===== config.mk =====
export PLATFORM = sky130hd
export DESIGN_NAME = hhmc_pipe_ctrl
export DESIGN_NICKNAME = d
export VERILOG_FILES = /design/src/design/hhmc_pkg.sv /design/src/design/hhmc_pipe_ctrl.sv
export SDC_FILE = /design/constraint.sdc
export NUM_CORES = 1
export LEC_CHECK = 0
export ABC_AREA = 1
export BUFFER_PORTS_ARGS = -buffer_cell sky130_fd_sc_hd__buf_2
export CAP_MARGIN = 20
export CELL_PAD_IN_SITES_DETAIL_PLACEMENT = 1
export CELL_PAD_IN_SITES_GLOBAL_PLACEMENT = 1
export CORE_AREA = 2 2 39 41
export CTS_CLUSTER_DIAMETER = 120
export CTS_CLUSTER_SIZE = 24
export DETAILED_ROUTE_END_ITERATION = 7
export DIE_AREA = 0 0 41 43
export GPL_ROUTABILITY_DRIVEN = 0
export PLACE_DENSITY = 0.61
export RECOVER_POWER = 50
export SYNTH_ARGS = -nofsm -noshare
export SYNTH_HDL_FRONTEND = slang
export SYNTH_SLANG_ARGS = --single-unit

===== constraint.sdc =====
create_clock -name clock -period 1.2 [get_ports clock]
set_clock_uncertainty 0.05 [all_clocks]
set_input_delay 0.12 -clock clock [delete_from_list [all_inputs] [get_ports clock]]
set_output_delay 0.12 -clock clock [all_outputs]
set_load 0.02 [all_outputs]

===== src/design/hhmc_pkg.sv =====
// Package for the Hodgkin-Huxley membrane current core.
// Field widths, fixed-point limits, pipeline control type and the rounded multiply.
// No dependencies.
`default_nettype none

package hhmc_pkg;

   // Field widths
   localparam int VOLT_W = 17;
   localparam int GATE_W = 17;
   localparam int COND_W = 25;
   localparam int ION_W  = 26;
   localparam int TOT_W  = 28;
   localparam int STOT_W = 26;

   // Stream word widths (fields packed from bit 0, padded to bytes)
   localparam int REQ_DATA_W = 200;
   localparam int RSP_DATA_W = 160;

   // Pipeline depth
   localparam int NUM_STAGES = 7;

   // Fixed-point limits
   localparam logic [GATE_W-1:0] GATE_ONE = 17'h10000;
   localparam logic [COND_W-1:0] COND_ONE = 25'h1000000;
   localparam logic signed [26:0] ION_CUR_MAX = 27'sd26214400;
   localparam logic signed [26:0] ION_CUR_MIN = -27'sd26214400;
   localparam logic signed [28:0] TOT_CUR_MAX = 29'sd78643200;
   localparam logic signed [28:0] TOT_CUR_MIN = -29'sd78643200;

   // Per-stage load enables and valid bits
   typedef struct packed {
      logic [NUM_STAGES-1:0] load;
      logic [NUM_STAGES-1:0] valid;
   } pipe_ctrl_type;

   // (a*b + 0.5 lsb) >> 16, unsigned
   function automatic logic [26:0] mul_round(input logic [COND_W-1:0] a,
                                             input logic [GATE_W-1:0] b);
      logic [42:0] prod;
      prod = 43'(a) * 43'(b) + 43'h8000;
      return prod[42:16];
   endfunction

   // Q16 gate times Q16 gate, both at most one
   function automatic logic [GATE_W-1:0] gate_mul(input logic [GATE_W-1:0] a,
                                                  input logic [GATE_W-1:0] b);
      logic [26:0] r;
      r = mul_round(COND_W'(a), b);
      return r[GATE_W-1:0];
   endfunction

endpackage

`default_nettype wire


===== src/design/hhmc_pipe_ctrl.sv =====
// Valid and load-enable chain for the current pipeline.
// Each stage loads when it is empty or its successor moves; uses hhmc_pkg.
`default_nettype none

module hhmc_pipe_ctrl (
   input  wire logic                  clock,
   input  wire logic                  reset,
   input  wire logic                  in_valid,
   output logic                       in_ready,
   input  wire logic                  out_ready,
   output hhmc_pkg::pipe_ctrl_type    ctrl
);
   import hhmc_pkg::*;

   logic [NUM_STAGES-1:0] valid_ff;
   logic [NUM_STAGES-1:0] valid_in;
   logic [NUM_STAGES-1:0] load;

   // Backward ready chain: a stage loads if empty or if the next one moves
   always_comb begin
      load[NUM_STAGES-1] = !valid_ff[NUM_STAGES-1] || out_ready;
      for (int k = NUM_STAGES - 2; k >= 0; k--) begin
         load[k] = !valid_ff[k] || load[k+1];
      end
   end

   // Valid bits follow the data
   always_comb begin
      valid_in[0] = load[0] ? in_valid : valid_ff[0];
      for (int k = 1; k < NUM_STAGES; k++) begin
         valid_in[k] = load[k] ? valid_ff[k-1] : valid_ff[k];
      end
   end

   always_ff @(posedge clock) begin
      if (reset) begin
         valid_ff <= '0;
      end else begin
         valid_ff <= valid_in;
      end
   end

   assign in_ready   = load[0];
   assign ctrl.load  = load;
   assign ctrl.valid = valid_ff;

endmodule

`default_nettype wire

==> results.toml <==
[run_status]
status = "complete, but fails checks"
violations = "setup timing"

[synth]
syn-cell-area_um2 = 292
synth.mux.area_fraction_pct = 0
synth_top_area_share_pct = 48.1
synth_xor_area_share_pct = 0
synth-simple-area-share_pct = 27.9
synth_top_family_by_area = "simple AND/OR/NAND/NOR gates"
synth_common_cells = "inv_1, dfxtp_1, nor2_1"
synth_area_leaders = "dfxtp_1, inv_1, nand4_4, a21oi_1, nor2_1"
yosysMostFrequentCell = "inv_1"
postSynthCellCount = 33
synth-edff-count = 0
synth_ff_type = "dfxtp_1"
ys_warn_count = 0
synthAdderAreaFrac_pct = 0
synth-compound-area-share_pct = 9.87
synth_seq_cells = 7
synthArstFlopShare_pct = 0
synth.distinct_cells = 11
avgSynthCellArea_um2 = 8.83
synth_area_leader_cell = "dfxtp_1"
ys_seq_area_share_pct = 48.1
syn_nets = 37

[die]
rows = 14
initial_core_util_pct = 21.1
die_x_um = 41
core_region_area_mm2 = 0.00138
num_io_pins = 19
die-area_mm2 = 0.00176
die_h_um = 43

[power]
ir_drop_mv = 0.456
power_density_mw_per_mm2 = 966
leakagePower_nw = 0.223

[detailed_routing]
first_pass_iters = 2
wirelength_um = 671
wire_per_inst_um = 9.07
drt_iter0_drc = 2
num_vias = 299
drtAntennaViolNets = 0
vias_per_cell = 4.04
drc = 0

[sta]
min_period_ns = 1.32
setup_tns_ns = -0.540
fin_crit_sh_pct = 110
fmax_mhz = 755
hold_viol = 0
rsz0062_at_grt = "true"
slew_viol_final = 0
relSlewSlack_pct = 83.6
post-route-worst-setup-slack_ns = -0.125
tightest_slew_ns = 0.248
setup_viol = 6

[critical_path]
critPathKind = "reg -> out"
crit_chain = "nand4_4 > nor2_4 > nand4_4 > buf_6"
critPathMaxStageDelay_ns = 0.35
cp-end-kind = "primary output"
rr_startpoint = "valid_ff[5]"
critical_path_arrival_ns = 1.15
worstPathMaxFanout = 5
critPathLaunchType = "flip-flop"
timing.rr.end = "valid_ff[0]"
rrSetupSlack_ns = 0.08
slowest_stage = "dfxtp_4"
r2r_cells = 5
critical_path_required_ns = 1.03
cp_common_cell = "nand4_4"

[global_route]
gr-usage-all-layers_pct = 9.36
grt_max_degree = 8
antenna_found_initial = 0
grt_pass1_wl_mm = 1.06
grt_pass1_vias = 279
gr-total-overflow = 0

[min_path]
whs_endpoint = "valid_ff[0]"
hold_depth = 2
hold_class = "in -> reg"
hp-start = "reset"

[clock_tree]
clkTransAtPathRegs_ns = 0.05
cts.path.max_buffers = 2
clk_latency_ns = 0.25
cts_sinks = 7
cts_made_buffers = 3
cts_tree = "done"
postCtsHoldBufs = 0
cts-root-buf = "clkbuf_4"
htreeDepth = 1

[placement]
placedCellCount = 66
portBuffers = 18
hpwlAfterDp_um = 509

[cells_and_area]
largestRegisters = "valid_ff (7)"
antennaDiodeCount = 0
syn_to_final_growth_pct = 69.5
largest_reg_flops = 7
fin_nets = 63
top_register = "valid_ff"
drive_gt1_share_pct = 56.9
stdcell_count = 74

[run]
drv_cap = 0
==> worst max path at each step <==
stage                start  slack (ns)  cells after the start  endpoint
2_1_floorplan  valid_ff[4]       -0.08                      4   ctrl[7]
3_3_place_gp   valid_ff[4]        0.09                      4   ctrl[7]
3_5_place_dp   valid_ff[4]        0.07                      4   ctrl[7]
4_1_cts        valid_ff[5]       -0.16                      4   ctrl[7]
5_1_grt        valid_ff[5]       -0.20                      4  in_ready
6_report       valid_ff[5]       -0.12                      4   ctrl[7]
==> routing by layer <==
metal / track usage, % / vias to the layer above / part of all wire, %
met2: 12.8 / 17 / 44
met1: 11.0 / 132 / 44
li1: - / 150 / -
met3: 3.14 / 0 / 12
met4: 8.00 / 0 / 0
met5: 0 / - / 0
==> worst max-delay path: cells and delay by family, from the launching register on <==
kind | cells | cell delay (ns)
buffers and inverters | 1 | 0.16
flip-flops | 1 | 0.35
AND/OR/NAND/NOR | 3 | 0.40
==> metrics by stage <==
step | total power, mW | utilization (%) | hold slack, ns | worst slack [ns] | instance area (µm²)
2_1_floorplan | 0.258 | - | 0.129 | -0.0782 | 315
3_3_place_gp | 0.273 | 29.9 | 0.326 | 0.0938 | 414
3_5_place_dp | 0.273 | 29.9 | 0.323 | 0.0698 | 414
4_1_cts | 0.488 | 34.8 | 0.0628 | -0.161 | 482
5_1_grt | 0.510 | 35.7 | 0.0689 | -0.205 | 494
6_report | 0.478 | 35.7 | 0.0703 | -0.125 | 494
==> layout by cell type (no fill, tap or decap) <==
cell	synthesis	layout
buf_2	0	13
inv_1	9	9
nor2_1	5	5
buf_4	1	5
dfxtp_1	7	4
a21oi_1	4	3
clkbuf_4	0	3
buf_6	0	3
dfxtp_4	0	3
nand2_1	2	2
nand4_4	1	2
a21oi_2	1	2
clkbuf_1	0	2
nor2_4	1	1
nand3_2	1	1
==> report_power, final <==
group	internal, mW	leakage, nW	switching [mW]
Combinational	0.0108	0.149	0.0189
Clock	0.127	0.0150	0.0821
Sequential	0.232	0.0594	0.00716
Total	0.369	0.223	0.108
==> area by class of cell <==
| cell class | count | area, µm² |
|---|---|---|
| multi-input cells | 16 | 123 |
| flip-flops and latches | 7 | 151 |
| inverters | 9 | 33.8 |
| well taps | 16 | 20.0 |
| repair buffers | 22 | 140 |
| clock buffers | 4 | 26.3 |
| fillers | 174 | 890 |
==> kinds of logic (layout without fill, tap and decap cells) <==
logic type / Yosys count / count (layout)
and+or+nand+nor: 11 / 11
buffers and inverters: 10 / 35
DFF: 7 / 7
AOI/OAI and AO/OA: 5 / 5
==> what timing repair did <==
| action | in CTS | in global routing |
|---|---|---|
| pin swaps | 2 | 0 |
| setup buffers | 3 | 1 |
| resized for setup | 6 | 2 |
| setup endpoints to repair | 7 | 9 |
(Power assumes the default switching activity.)
